[src/hw/rtl/assert_macros.svh]
// ----------------------------------------------------------------------------
// Assertion macros
// Shared concurrent assertion forms for the integer ALU.
// ----------------------------------------------------------------------------
`ifndef ASSERT_MACROS_SVH
`define ASSERT_MACROS_SVH

// same-cycle implication
`define ASSERT_IMPLY(label, clk, rst_n, ante, cons) \
	label: assert property (@(posedge clk) disable iff (!(rst_n)) (ante) |-> (cons)) \
		else $error("same-cycle implication failed");

// next-cycle implication
`define ASSERT_NEXT(label, clk, rst_n, ante, cons) \
	label: assert property (@(posedge clk) disable iff (!(rst_n)) (ante) |=> (cons)) \
		else $error("next-cycle implication failed");

`endif

[src/hw/rtl/mia_pkg.sv]
// ----------------------------------------------------------------------------
// Integer ALU package
// Widths, operation codes, control codes and transaction types.
// ----------------------------------------------------------------------------
`default_nettype none

package mia_pkg;

	localparam int DATA_WIDTH  = 32;
	localparam int HALF_WIDTH  = DATA_WIDTH / 2;
	localparam int OP_WIDTH    = 4;
	localparam int SHAMT_WIDTH = 5;

	localparam logic [OP_WIDTH-1:0] OP_ADD  = 4'd0;
	localparam logic [OP_WIDTH-1:0] OP_ADDU = 4'd1;
	localparam logic [OP_WIDTH-1:0] OP_SUB  = 4'd2;
	localparam logic [OP_WIDTH-1:0] OP_AND  = 4'd3;
	localparam logic [OP_WIDTH-1:0] OP_OR   = 4'd4;
	localparam logic [OP_WIDTH-1:0] OP_XOR  = 4'd5;
	localparam logic [OP_WIDTH-1:0] OP_NOR  = 4'd6;
	localparam logic [OP_WIDTH-1:0] OP_NAND = 4'd7;
	localparam logic [OP_WIDTH-1:0] OP_SLT  = 4'd8;
	localparam logic [OP_WIDTH-1:0] OP_SLL  = 4'd9;
	localparam logic [OP_WIDTH-1:0] OP_SRL  = 4'd10;
	localparam logic [OP_WIDTH-1:0] OP_SRA  = 4'd11;
	localparam logic [OP_WIDTH-1:0] OP_LUI  = 4'd12;

	localparam logic [2:0] UNIT_ZERO  = 3'd0;
	localparam logic [2:0] UNIT_ADD   = 3'd1;
	localparam logic [2:0] UNIT_SLT   = 3'd2;
	localparam logic [2:0] UNIT_LOGIC = 3'd3;
	localparam logic [2:0] UNIT_SHIFT = 3'd4;
	localparam logic [2:0] UNIT_LUI   = 3'd5;

	localparam logic [2:0] LF_AND  = 3'd0;
	localparam logic [2:0] LF_OR   = 3'd1;
	localparam logic [2:0] LF_XOR  = 3'd2;
	localparam logic [2:0] LF_NOR  = 3'd3;
	localparam logic [2:0] LF_NAND = 3'd4;

	localparam logic [1:0] SH_SLL = 2'd0;
	localparam logic [1:0] SH_SRL = 2'd1;
	localparam logic [1:0] SH_SRA = 2'd2;

	typedef struct packed {
		logic [OP_WIDTH-1:0]    op;
		logic [DATA_WIDTH-1:0]  operand_a;
		logic [DATA_WIDTH-1:0]  operand_b;
		logic [SHAMT_WIDTH-1:0] shift_amount;
	} alu_req_t;

	typedef struct packed {
		logic [DATA_WIDTH-1:0] alu_result;
		logic                  overflow;
	} alu_rsp_t;

	typedef struct packed {
		logic [2:0] unit;
		logic       sub;
		logic       ovf_en;
		logic [2:0] logic_fn;
		logic [1:0] shift_fn;
	} alu_ctrl_t;

	typedef struct packed {
		alu_ctrl_t              ctrl;
		logic [DATA_WIDTH-1:0]  operand_a;
		logic [DATA_WIDTH-1:0]  operand_b;
		logic [SHAMT_WIDTH-1:0] shift_amount;
	} alu_dec_t;

	typedef struct packed {
		alu_ctrl_t             ctrl;
		logic                  sign_a;
		logic                  sign_b;
		logic [DATA_WIDTH-1:0] sum;
		logic [DATA_WIDTH-1:0] logic_r;
		logic [DATA_WIDTH-1:0] shift_r;
		logic [DATA_WIDTH-1:0] lui_r;
	} alu_exec_t;

endpackage

`default_nettype wire

[src/hw/rtl/mips_integer_alu.sv]
// ----------------------------------------------------------------------------
// MIPS32 integer ALU
// Three-stage pipelined ALU: decode, execute, result select.
//
//   channel | direction | handshake            | payload
//   req     | in        | req_valid, req_stall | alu_req_t
//   rsp     | out       | rsp_valid, rsp_stall | alu_rsp_t
//
// One transaction per cycle while rsp_stall is low; an accepted request is
// registered in the decode, execute and select stages in turn before rsp_valid
// rises and the response can be accepted.
// Reset clears the stage valid bits only; payload registers are not reset.
// A stall holds only the stages that carry a transaction; empty stages fill.
// ----------------------------------------------------------------------------
`default_nettype none

module mips_integer_alu (
	input  wire logic             clk,
	input  wire logic             arst_n,
	input  wire logic             req_valid,
	output logic                  req_stall,
	input  mia_pkg::alu_req_t     req,
	output logic                  rsp_valid,
	input  wire logic             rsp_stall,
	output mia_pkg::alu_rsp_t     rsp
);
	import mia_pkg::*;

	logic      valid_s1;
	logic      valid_s2;
	logic      valid_s3;
	logic      adv1;
	logic      adv2;
	logic      adv3;
	alu_dec_t  dec_s1;
	alu_exec_t exec_s2;

	assign adv3 = !valid_s3 || !rsp_stall;
	assign adv2 = !valid_s2 || adv3;
	assign adv1 = !valid_s1 || adv2;
	assign req_stall = !adv1;
	assign rsp_valid = valid_s3;

	mia_decode u_decode (
		.clk      (clk),
		.arst_n   (arst_n),
		.advance  (adv1),
		.in_valid (req_valid),
		.req      (req),
		.valid_s1 (valid_s1),
		.dec_s1   (dec_s1)
	);

	mia_execute u_execute (
		.clk      (clk),
		.arst_n   (arst_n),
		.advance  (adv2),
		.valid_s1 (valid_s1),
		.dec_s1   (dec_s1),
		.valid_s2 (valid_s2),
		.exec_s2  (exec_s2)
	);

	mia_select u_select (
		.clk      (clk),
		.arst_n   (arst_n),
		.advance  (adv3),
		.valid_s2 (valid_s2),
		.exec_s2  (exec_s2),
		.valid_s3 (valid_s3),
		.rsp_s3   (rsp)
	);

`include "assert_macros.svh"

	`ASSERT_IMPLY(a_free_flow, clk, arst_n, !rsp_stall, !req_stall)
	`ASSERT_IMPLY(a_full_stall, clk, arst_n,
		valid_s1 && valid_s2 && valid_s3 && rsp_stall, req_stall)
	`ASSERT_NEXT(a_accept_loads, clk, arst_n, req_valid && !req_stall, valid_s1)

endmodule

`default_nettype wire

[src/hw/rtl/mia_decode.sv]
// ----------------------------------------------------------------------------
// Integer ALU decode stage
// Decodes the operation code into unit controls and registers the operands.
// ----------------------------------------------------------------------------
`default_nettype none

module mia_decode (
	input  wire logic             clk,
	input  wire logic             arst_n,
	input  wire logic             advance,
	input  wire logic             in_valid,
	input  mia_pkg::alu_req_t     req,
	output logic                  valid_s1,
	output mia_pkg::alu_dec_t     dec_s1
);
	import mia_pkg::*;

	alu_ctrl_t ctrl;

	always_comb begin
		ctrl = '0;
		ctrl.unit = UNIT_ZERO;
		ctrl.logic_fn = LF_AND;
		ctrl.shift_fn = SH_SLL;
		case (req.op)
			OP_ADD: begin
				ctrl.unit = UNIT_ADD;
				ctrl.ovf_en = 1'b1;
			end
			OP_ADDU: ctrl.unit = UNIT_ADD;
			OP_SUB: begin
				ctrl.unit = UNIT_ADD;
				ctrl.sub = 1'b1;
				ctrl.ovf_en = 1'b1;
			end
			OP_AND: ctrl.unit = UNIT_LOGIC;
			OP_OR: begin
				ctrl.unit = UNIT_LOGIC;
				ctrl.logic_fn = LF_OR;
			end
			OP_XOR: begin
				ctrl.unit = UNIT_LOGIC;
				ctrl.logic_fn = LF_XOR;
			end
			OP_NOR: begin
				ctrl.unit = UNIT_LOGIC;
				ctrl.logic_fn = LF_NOR;
			end
			OP_NAND: begin
				ctrl.unit = UNIT_LOGIC;
				ctrl.logic_fn = LF_NAND;
			end
			OP_SLT: begin
				ctrl.unit = UNIT_SLT;
				ctrl.sub = 1'b1;
			end
			OP_SLL: ctrl.unit = UNIT_SHIFT;
			OP_SRL: begin
				ctrl.unit = UNIT_SHIFT;
				ctrl.shift_fn = SH_SRL;
			end
			OP_SRA: begin
				ctrl.unit = UNIT_SHIFT;
				ctrl.shift_fn = SH_SRA;
			end
			OP_LUI: ctrl.unit = UNIT_LUI;
			default: ctrl.unit = UNIT_ZERO;
		endcase
	end

	always_ff @(posedge clk or negedge arst_n) begin
		if (!arst_n) begin
			valid_s1 <= 1'b0;
		end else if (advance) begin
			valid_s1 <= in_valid;
		end
	end

	always_ff @(posedge clk) begin
		if (advance) begin
			dec_s1.ctrl <= ctrl;
			dec_s1.operand_a <= req.operand_a;
			dec_s1.operand_b <= req.operand_b;
			dec_s1.shift_amount <= req.shift_amount;
		end
	end

endmodule

`default_nettype wire

[src/hw/rtl/mia_execute.sv]
// ----------------------------------------------------------------------------
// Integer ALU execute stage
// Runs the adder, the logic unit, the shifter and the upper load in parallel.
// ----------------------------------------------------------------------------
`default_nettype none

module mia_execute (
	input  wire logic             clk,
	input  wire logic             arst_n,
	input  wire logic             advance,
	input  wire logic             valid_s1,
	input  mia_pkg::alu_dec_t     dec_s1,
	output logic                  valid_s2,
	output mia_pkg::alu_exec_t    exec_s2
);
	import mia_pkg::*;

	logic [DATA_WIDTH-1:0] b_eff;
	logic [DATA_WIDTH-1:0] sum;
	logic [DATA_WIDTH-1:0] logic_r;
	logic [DATA_WIDTH-1:0] shift_r;
	logic [DATA_WIDTH-1:0] lui_r;

	assign b_eff = dec_s1.operand_b ^ {DATA_WIDTH{dec_s1.ctrl.sub}};
	assign sum = dec_s1.operand_a + b_eff + DATA_WIDTH'(dec_s1.ctrl.sub);
	assign lui_r = {dec_s1.operand_b[HALF_WIDTH-1:0], {HALF_WIDTH{1'b0}}};

	always_comb begin
		case (dec_s1.ctrl.logic_fn)
			LF_AND:  logic_r = dec_s1.operand_a & dec_s1.operand_b;
			LF_OR:   logic_r = dec_s1.operand_a | dec_s1.operand_b;
			LF_XOR:  logic_r = dec_s1.operand_a ^ dec_s1.operand_b;
			LF_NOR:  logic_r = ~(dec_s1.operand_a | dec_s1.operand_b);
			LF_NAND: logic_r = ~(dec_s1.operand_a & dec_s1.operand_b);
			default: logic_r = '0;
		endcase
	end

	always_comb begin
		case (dec_s1.ctrl.shift_fn)
			SH_SLL:  shift_r = dec_s1.operand_b << dec_s1.shift_amount;
			SH_SRL:  shift_r = dec_s1.operand_b >> dec_s1.shift_amount;
			SH_SRA:  shift_r = $unsigned($signed(dec_s1.operand_b) >>> dec_s1.shift_amount);
			default: shift_r = '0;
		endcase
	end

	always_ff @(posedge clk or negedge arst_n) begin
		if (!arst_n) begin
			valid_s2 <= 1'b0;
		end else if (advance) begin
			valid_s2 <= valid_s1;
		end
	end

	always_ff @(posedge clk) begin
		if (advance) begin
			exec_s2.ctrl <= dec_s1.ctrl;
			exec_s2.sign_a <= dec_s1.operand_a[DATA_WIDTH-1];
			exec_s2.sign_b <= dec_s1.operand_b[DATA_WIDTH-1];
			exec_s2.sum <= sum;
			exec_s2.logic_r <= logic_r;
			exec_s2.shift_r <= shift_r;
			exec_s2.lui_r <= lui_r;
		end
	end

endmodule

`default_nettype wire

[src/hw/rtl/mia_select.sv]
// ----------------------------------------------------------------------------
// Integer ALU select stage
// Picks the unit result, forms overflow and set-less-than, holds the output.
// ----------------------------------------------------------------------------
`default_nettype none

module mia_select (
	input  wire logic             clk,
	input  wire logic             arst_n,
	input  wire logic             advance,
	input  wire logic             valid_s2,
	input  mia_pkg::alu_exec_t    exec_s2,
	output logic                  valid_s3,
	output mia_pkg::alu_rsp_t     rsp_s3
);
	import mia_pkg::*;

	logic     sign_r;
	logic     less;
	logic     ovf;
	alu_rsp_t rsp;

	assign sign_r = exec_s2.sum[DATA_WIDTH-1];
	assign less = (exec_s2.sign_a != exec_s2.sign_b) ? exec_s2.sign_a : sign_r;
	assign ovf = exec_s2.ctrl.ovf_en
		&& (exec_s2.sign_a == (exec_s2.sign_b ^ exec_s2.ctrl.sub))
		&& (sign_r != exec_s2.sign_a);

	always_comb begin
		rsp.overflow = ovf;
		case (exec_s2.ctrl.unit)
			UNIT_ADD:   rsp.alu_result = exec_s2.sum;
			UNIT_SLT:   rsp.alu_result = DATA_WIDTH'(less);
			UNIT_LOGIC: rsp.alu_result = exec_s2.logic_r;
			UNIT_SHIFT: rsp.alu_result = exec_s2.shift_r;
			UNIT_LUI:   rsp.alu_result = exec_s2.lui_r;
			default:    rsp.alu_result = '0;
		endcase
	end

	always_ff @(posedge clk or negedge arst_n) begin
		if (!arst_n) begin
			valid_s3 <= 1'b0;
		end else if (advance) begin
			valid_s3 <= valid_s2;
		end
	end

	always_ff @(posedge clk) begin
		if (advance) begin
			rsp_s3 <= rsp;
		end
	end

endmodule

`default_nettype wire
[config.mk]
export PLATFORM = sky130hd
export DESIGN_NAME = mips_integer_alu
export DESIGN_NICKNAME = d
export VERILOG_FILES = /design/src/hw/rtl/mia_pkg.sv /design/src/hw/rtl/mips_integer_alu.sv /design/src/hw/rtl/mia_decode.sv /design/src/hw/rtl/mia_execute.sv /design/src/hw/rtl/mia_select.sv
export VERILOG_INCLUDE_DIRS = /design/src /design/src/hw/rtl
export SDC_FILE = /design/constraint.sdc
export NUM_CORES = 1
export LEC_CHECK = 0
export BUFFER_PORTS_ARGS = -buffer_cell sky130_fd_sc_hd__buf_4
export CORE_MARGIN = 8
export CORE_UTILIZATION = 45
export CTS_CLUSTER_DIAMETER = 100
export DETAILED_ROUTE_END_ITERATION = 6
export HOLD_SLACK_MARGIN = 0.03
export PLACE_DENSITY = 0.72
export SLEW_MARGIN = 20
export SYNTH_ARGS = -nofsm -noshare
export SYNTH_HDL_FRONTEND = slang
export SYNTH_HIERARCHICAL = 1
export SYNTH_SLANG_ARGS = --single-unit
[constraint.sdc]
create_clock -name clk -period 12 [get_ports clk]
set_clock_uncertainty 0.1 [all_clocks]
set_input_delay 0.6 -clock clk [delete_from_list [all_inputs] [get_ports clk]]
set_output_delay 0.6 -clock clk [all_outputs]
set_load 0.05 [all_outputs]
==> out/results.md, run 1 <==
| Parameter | Reported | Unit |
|:---|:---|:---|
| Status | complete, no violations | - |
| Final Setup Violations | 0 | - |
| FP Rows | 70 | - |
| Pin count of the biggest net entering global routing | 98 | - |
| Clock Power Share | 25.6 | % |
| TritonCTS clock tree | done | - |
| Residual overflow from global routing | 0 | - |
| Post-synthesis instance total | 1593 | - |
| Number of buffers created by CTS | 27 | - |
| Yosys synthesis warning count | 6 | - |
| HPWL after detailed placement | 36400 | microns |
| Post-route DRC violation count | 0 | - |
| Maximum net fanout on the critical path | 30 | - |
| H-tree levels | 1 | - |
| Unrepaired setup endpoints after global routing | no | - |
| Filler Cells Inserted | 3351 | - |
| Total routing resource utilization after global routing | 22.4 | % |
| Signed area change from the synthesized netlist to the final layout | 10.9 | % |
| Number of pins exceeding their max-slew limit in the final report | 0 | - |
| Relative slew slack | 28.0 | % |
| Max clock buf depth | 3 | - |
| Synthesized cell area | 16400 | sq um |
| CTS sink count | 234 | - |
| Post-cts resize count | 0 | - |
| Count of endpoints failing hold in the final timing report | 0 | - |
| Via count | 12900 | - |
| Summed negative setup slack over all endpoints | 0 | ns |
| TritonRoute pass-1 iters | 5 | - |
| Internal power component | 0.00203 | W |
| Footprint of the multi-input gates | 8300 | sq um |
| Fraction of layout instances using a drive strength above 1 | 15.8 | % |
| Worst Path Required | 12.18 | ns |
| Antenna Diode Count | 0 | - |
| Remaining number of nets flagged by the antenna check after routing | 0 | - |
| Minimum clock period | 3.62 | ns |
| Crit start category | flop | - |
| Final Wtd Congestion | 0.936 | - |
| Die width | 207 | microns |
| First-pass GRT wire length | 75700 | microns |
| Top-level port count | 112 | - |
| Detailed Route Iter0 Violations | 1419 | - |
| Number of global-route vias before repair | 12600 | - |
| Initial antenna violation count | 0 | - |
| Fmax achieved | 276 | MHz |
| Initial standard-cell utilization of the core | 45.3 | % |
| Class of the most critical hold timing path | in -> reg | - |
| Post-CTS Hold Buffers | 1 | - |
| Critical path capture point type | flop | - |
| Most used cells in the layout excluding fill and tap cells | sky130_fd_sc_hd__edfxtp_1 (231), sky130_fd_sc_hd__buf_4 (133), sky130_fd_sc_hd__nor2_1 (133) | - |
| Worst Path Class, Setup | reg -> reg | - |
| Leakage power | 7.59 | nW |
| Share of the core filled with cells | 50.3 | % |
| Via density per instance | 6.07 | - |
| Peak supply drop | 0.134 | mV |
| Mean post-synth cell area | 10.3 | sq um |
| Wirelength, routed | 49900 | microns |
| Final period utilization | 30.2 | % |
| Count of input and output buffers | 111 | - |
| Post-CTS setup-driven buffer insertion count | 0 | - |
| Endpoint arrival time on the critical path | 3.80 | ns |
| Clock input transition at the sequential cells of the worst setup and hold paths | 0.07 | ns |
| DIE AREA | 42900 | sq um |
| Vert. Die Dim | 207 | microns |
| MaxCap Viol Count | 0 | - |
| Cell area power density | 177 | nW/um^2 |
| Worst reg2reg setup slack | 8.38 | ns |
| Register area | 7010 | sq um |
| Final Net Count | 1811 | - |
| Comb power frac | 35.6 | % |
| Switching power total | 0.00120 | W |
| Wire length per cell | 23.5 | microns |
| Reg power frac | 38.8 | % |
| Core Region | 36300 | sq um |
| CTS Root Cell | sky130_fd_sc_hd__clkbuf_16 | - |
| Switching share of power | 37.0 | % |
| Worst slew pin tran | 1.08 | ns |
| Clock insertion delay at the later pin of the skew report | 0.55 | ns |
| Commonest non-fill, non-tap cell in the layout | sky130_fd_sc_hd__edfxtp_1 | - |
## worst max-delay path: stages, from the launching register on
cell                       delay (ns)
sky130_fd_sc_hd__edfxtp_1        0.39
sky130_fd_sc_hd__buf_4           0.46
sky130_fd_sc_hd__xor2_1          0.25
sky130_fd_sc_hd__inv_1           0.09
sky130_fd_sc_hd__fa_1            0.43
sky130_fd_sc_hd__nor2b_1         0.17
sky130_fd_sc_hd__o2111a_1        0.22
sky130_fd_sc_hd__o21ai_2         0.10
sky130_fd_sc_hd__o311a_1         0.43
sky130_fd_sc_hd__o41ai_2         0.44
sky130_fd_sc_hd__o41ai_1         0.12
sky130_fd_sc_hd__xnor2_1         0.14
## sequential cells by signal, summed over array words and instances (netlist names)
name and count:
u_decode/dec_s1 79, u_execute/exec_s2 119, u_select/valid_s3 1, u_decode/valid_s1 1, u_select/rsp_s3 33, u_execute/valid_s2 1
## layer usage
layer / share of wire, % / global-route usage, % / up-vias
li1: - / - / 5949
met1: 43 / 29.8 / 6257
met2: 46 / 36.5 / 561
met3: 7.1 / 3.23 / 121
met4: 4.4 / 9.05 / 0
met5: 0 / 0 / -
## power by group through the flow
stage	Combinational (W)	Clock [W]	Sequential [W]
6_report	0.00115	0.000827	0.00125
4_1_cts	0.00113	0.000844	0.00125
5_1_grt	0.00123	0.000870	0.00127
2_1_floorplan	0.000683	0	0.00136
3_3_place_gp	0.00111	0	0.00126
3_5_place_dp	0.00113	0	0.00127
## final timing paths
kind,from,endpoint,depth (start not counted)
worst min-delay path,req[36],u_decode/dec_s1[36],1
worst max-delay path,u_decode/dec_s1[75],u_execute/exec_s2[126],11
worst min register to register,u_decode/dec_s1[76],u_execute/exec_s2[137],0
worst max register to register,u_decode/dec_s1[75],u_execute/exec_s2[126],11
max in group asynchronous,arst_n,u_decode/valid_s1,2
min in group asynchronous,arst_n,u_execute/valid_s2,2
## through the flow
| step | worst slack [ns] | instances | total power [W] | hold slack [ns] | area [sq um] |
|---|---|---|---|---|---|
| finish | 8.38 | 2124 | 0.00323 | 0.119 | 18200 |
| global route | 8.12 | 2124 | 0.00337 | 0.108 | 18200 |
| CTS | 8.37 | 2124 | 0.00323 | 0.101 | 18200 |
| detailed placement | 8.37 | 2074 | 0.00240 | 0.299 | 17300 |
| global placement | 8.45 | 2074 | 0.00238 | 0.296 | 17300 |
| floorplan | 6.97 | 1608 | 0.00204 | 0.204 | 16500 |
## layout make-up
class | count | area share, %
Sequential cell | 234 | 38.5
Tap cell | 468 | 3.21
Inverter | 113 | 2.33
Multi-Input combinational cell | 1126 | 45.5
Clock buffer | 27 | 3.71
Timing Repair Buffer | 134 | 5.53
Clock inverter | 22 | 1.20
No activity file was read; power rests on OpenSTA's default activity.
==> inputs of run 2 (changes only) <==
--- a/config.mk
+++ b/config.mk
@@ -12,7 +12,7 @@
 export CTS_CLUSTER_DIAMETER = 100
 export DETAILED_ROUTE_END_ITERATION = 6
 export HOLD_SLACK_MARGIN = 0.03
-export PLACE_DENSITY = 0.72
+export PLACE_DENSITY = 0.75
 export SLEW_MARGIN = 20
 export SYNTH_ARGS = -nofsm -noshare
 export SYNTH_HDL_FRONTEND = slang
==> constraint.sdc (replaced) <==
create_clock -name clk -period 3.02 [get_ports clk]
set_clock_uncertainty 0.1 [all_clocks]
set_input_delay 0.151 -clock clk [delete_from_list [all_inputs] [get_ports clk]]
set_output_delay 0.151 -clock clk [all_outputs]
set_load 0.05 [all_outputs]
==> out/results.md, run 2 (synthesis results as in run 1) <==
| Parameter | Reported | Unit |
|:---|:---|:---|
| Status | finished, violations left | - |
| Violated checks | setup timing | - |
| Remaining number of nets flagged by the antenna check after routing | 0 | - |
| Number of global-route vias before repair | 13300 | - |
| Worst slew pin tran | 0.830 | ns |
| Total routing resource utilization after global routing | 23.5 | % |
| Most used cells in the layout excluding fill and tap cells | sky130_fd_sc_hd__buf_4 (247), sky130_fd_sc_hd__edfxtp_1 (231), sky130_fd_sc_hd__nor2_1 (132) | - |
| Unrepaired setup endpoints after global routing | yes | - |
| Biggest cell delay along the critical path | 0.42 | ns |
| Register name with the most flops | u_execute/exec_s2 | - |
| MaxCap Viol Count | 0 | - |
| Top-level port count | 112 | - |
| Worst reg-to-reg path cell count | 12 | - |
| Clock Power Share | 24.8 | % |
| Area after DPL | 18300 | sq um |
| Commonest non-fill, non-tap cell in the layout | sky130_fd_sc_hd__buf_4 | - |
| Crit path cell chain | buf_6 > buf_12 > buf_6 > xor2_1 > ha_2 > buf_6 > o2111a_2 > o21ai_4 > o311a_4 > o41ai_4 > o41ai_2 > xnor2_1 | - |
| Wire length per cell | 22.6 | microns |
| Comb power frac | 39.3 | % |
| Leakage power | 8.71 | nW |
| Count of input and output buffers | 111 | - |
| FF-to-FF End | u_execute/exec_s2[126] | - |
| Finished Layout Cells | 2340 | - |
| Fraction of layout instances using a drive strength above 1 | 22.8 | % |
| Initial antenna violation count | 0 | - |
| Final period utilization | 102 | % |
| Footprint of the multi-input gates | 8480 | sq um |
| Worst Path Required | 3.21 | ns |
| Die width | 207 | microns |
| Signed area change from the synthesized netlist to the final layout | 24.6 | % |
| Vert. Die Dim | 207 | microns |
| CTS Root Cell | sky130_fd_sc_hd__clkbuf_16 | - |
| WHS Path Cells | 3 | - |
| Fmax achieved | 325 | MHz |
| Initial standard-cell utilization of the core | 45.3 | % |
| CTS sink count | 234 | - |
| Internal power component | 0.00867 | W |
| Overall Power | 0.0137 | W |
| FP Rows | 70 | - |
| Filler Cells Inserted | 3002 | - |
| CP max stage cell | sky130_fd_sc_hd__edfxtp_1 | - |
| Clock input transition at the sequential cells of the worst setup and hold paths | 0.06 | ns |
| Core Region | 36300 | sq um |
| Antenna Diode Count | 0 | - |
| Switching power total | 0.00498 | W |
| Worst Path Class, Setup | reg -> reg | - |
| Cell area power density | 667 | nW/um^2 |
| Number of buffers created by CTS | 27 | - |
| Critical path capture point type | flop | - |
| Crit start category | flop | - |
| DIE AREA | 42900 | sq um |
| Residual overflow from global routing | 0 | - |
| Max clock buf depth | 3 | - |
| Maximum net fanout on the critical path | 5 | - |
| Detailed Route Iter0 Violations | 1251 | - |
| Via count | 13800 | - |
| Wirelength, routed | 52900 | microns |
| H-tree levels | 1 | - |
| TritonRoute pass-1 iters | 7 | - |
| TritonCTS clock tree | done | - |
| Number of placed instances with taps included | 2184 | - |
| Final Wtd Congestion | 0.994 | - |
| Post-route DRC violation count | 0 | - |
| Minimum clock period | 3.08 | ns |
| Endpoint arrival time on the critical path | 3.27 | ns |
| Biggest registers after layout | u_execute/exec_s2 x119, u_decode/dec_s1 x79, u_select/rsp_s3 x33 | - |
| Relative slew slack | 44.5 | % |
| RR Startpoint | u_decode/dec_s1[75] | - |
| Count of endpoints failing hold in the final timing report | 0 | - |
| Clock insertion delay at the later pin of the skew report | 0.56 | ns |
| Cell area after layout | 20500 | sq um |
| HPWL after detailed placement | 39300 | microns |
| Peak supply drop | 0.416 | mV |
| Share of the core filled with cells | 56.5 | % |
| Worst hold path startpoint | rsp_stall | - |
| Number of pins exceeding their max-slew limit in the final report | 0 | - |
| Pin count of the biggest net entering global routing | 85 | - |
| Class of the most critical hold timing path | in -> reg | - |
| Final Net Count | 2026 | - |
| Most numerous cell on the critical path | sky130_fd_sc_hd__buf_6 | - |
| Switching share of power | 36.5 | % |
| Final worst-path setup slack | -0.0562 | ns |
| Worst min-delay path endpoint | u_select/rsp_s3[4] | - |
| Via density per instance | 5.88 | - |
| Register area | 7010 | sq um |
| Largest register FFs | 119 | - |
| First-pass GRT wire length | 79700 | microns |
| Final Setup Violations | 7 | - |
| Worst reg2reg setup slack | -0.06 | ns |
| Reg power frac | 35.9 | % |
[run 2: cell types whose count changed in the layout (fill, tap and decap cells not counted), moves of 7 or more]
cell                            before  now
sky130_fd_sc_hd__buf_4             133  247
sky130_fd_sc_hd__dlygate4sd3_1       1   79
sky130_fd_sc_hd__buf_12              0   15
sky130_fd_sc_hd__a21oi_1           120  111
sky130_fd_sc_hd__a21oi_2             2   11
sky130_fd_sc_hd__buf_6               0    7
[run 2: layout make-up]
class                   count  area share [%]
flip-flops and latches    234            34.2
multi-input cells        1126            41.4
repair buffers            349            14.9
well taps                 468            2.86
clock inverters            20            1.16
clock buffers              30            3.35
inverters                 113            2.07
[run 2: critical path, delay by kind of cell (launching register included)]
kind / cells / cell delay (ns)
buffers and inverters: 4 / 0.56
xor gates and xnor gates: 2 / 0.28
adders and majority gates: 1 / 0.38
DFF: 1 / 0.42
AOI/OAI and AO/OA: 5 / 1.07
[run 2: power groups by stage]
stage / Combinational, W / Clock [W] / Sequential (W)
after CTS: 0.00512 / 0.00343 / 0.00491
final: 0.00537 / 0.00338 / 0.00490
after detailed placement: 0.00489 / 0 / 0.00498
after global routing: 0.00568 / 0.00356 / 0.00498
after floorplan: 0.00272 / 0 / 0.00538
after global placement: 0.00484 / 0 / 0.00495
[run 2: stage by stage]
| step | hold WS, ns | setup TNS, ns | worst slack, ns |
|---|---|---|---|
| finish | 0.117 | -0.246 | -0.0562 |
| global route | 0.137 | -1.17 | -0.146 |
| CTS | 0.102 | -0.0165 | -0.0147 |
| detailed placement | -0.152 | -0.236 | -0.0950 |
| global placement | -0.157 | 0 | 0.00961 |
| floorplan | -0.245 | -104.82 | -1.12 |
[run 2: how the worst max path moves through the flow]
stage / end / start
2_1_floorplan: u_decode/valid_s1 / u_select/valid_s3
3_3_place_gp: u_execute/exec_s2[127] / u_decode/dec_s1[75]
3_5_place_dp: u_execute/exec_s2[126] / u_decode/dec_s1[75]
4_1_cts: u_execute/exec_s2[126] / u_decode/dec_s1[75]
5_1_grt: u_execute/exec_s2[125] / u_decode/dec_s1[75]
6_report: u_execute/exec_s2[126] / u_decode/dec_s1[75]
[run 2: timing repair]
action / 4_1_cts / 5_1_grt
buffers inserted: 16 / 10
pin swaps: 14 / 20
endpoints found under the hold margin: 83 / 0
resized for setup: 15 / 32
endpoints found under the setup margin: 6 / 15
hold buffers: 79 / 0
cloned: 1 / 1
[run 2: metal layers]
metal	wire [microns]	up-vias	track usage [%]
met5	0	-	0
met3	3670	114	2.91
met2	25400	612	39.8
met1	22000	6655	31.1
met4	1750	0	7.12
li1	-	6371	-
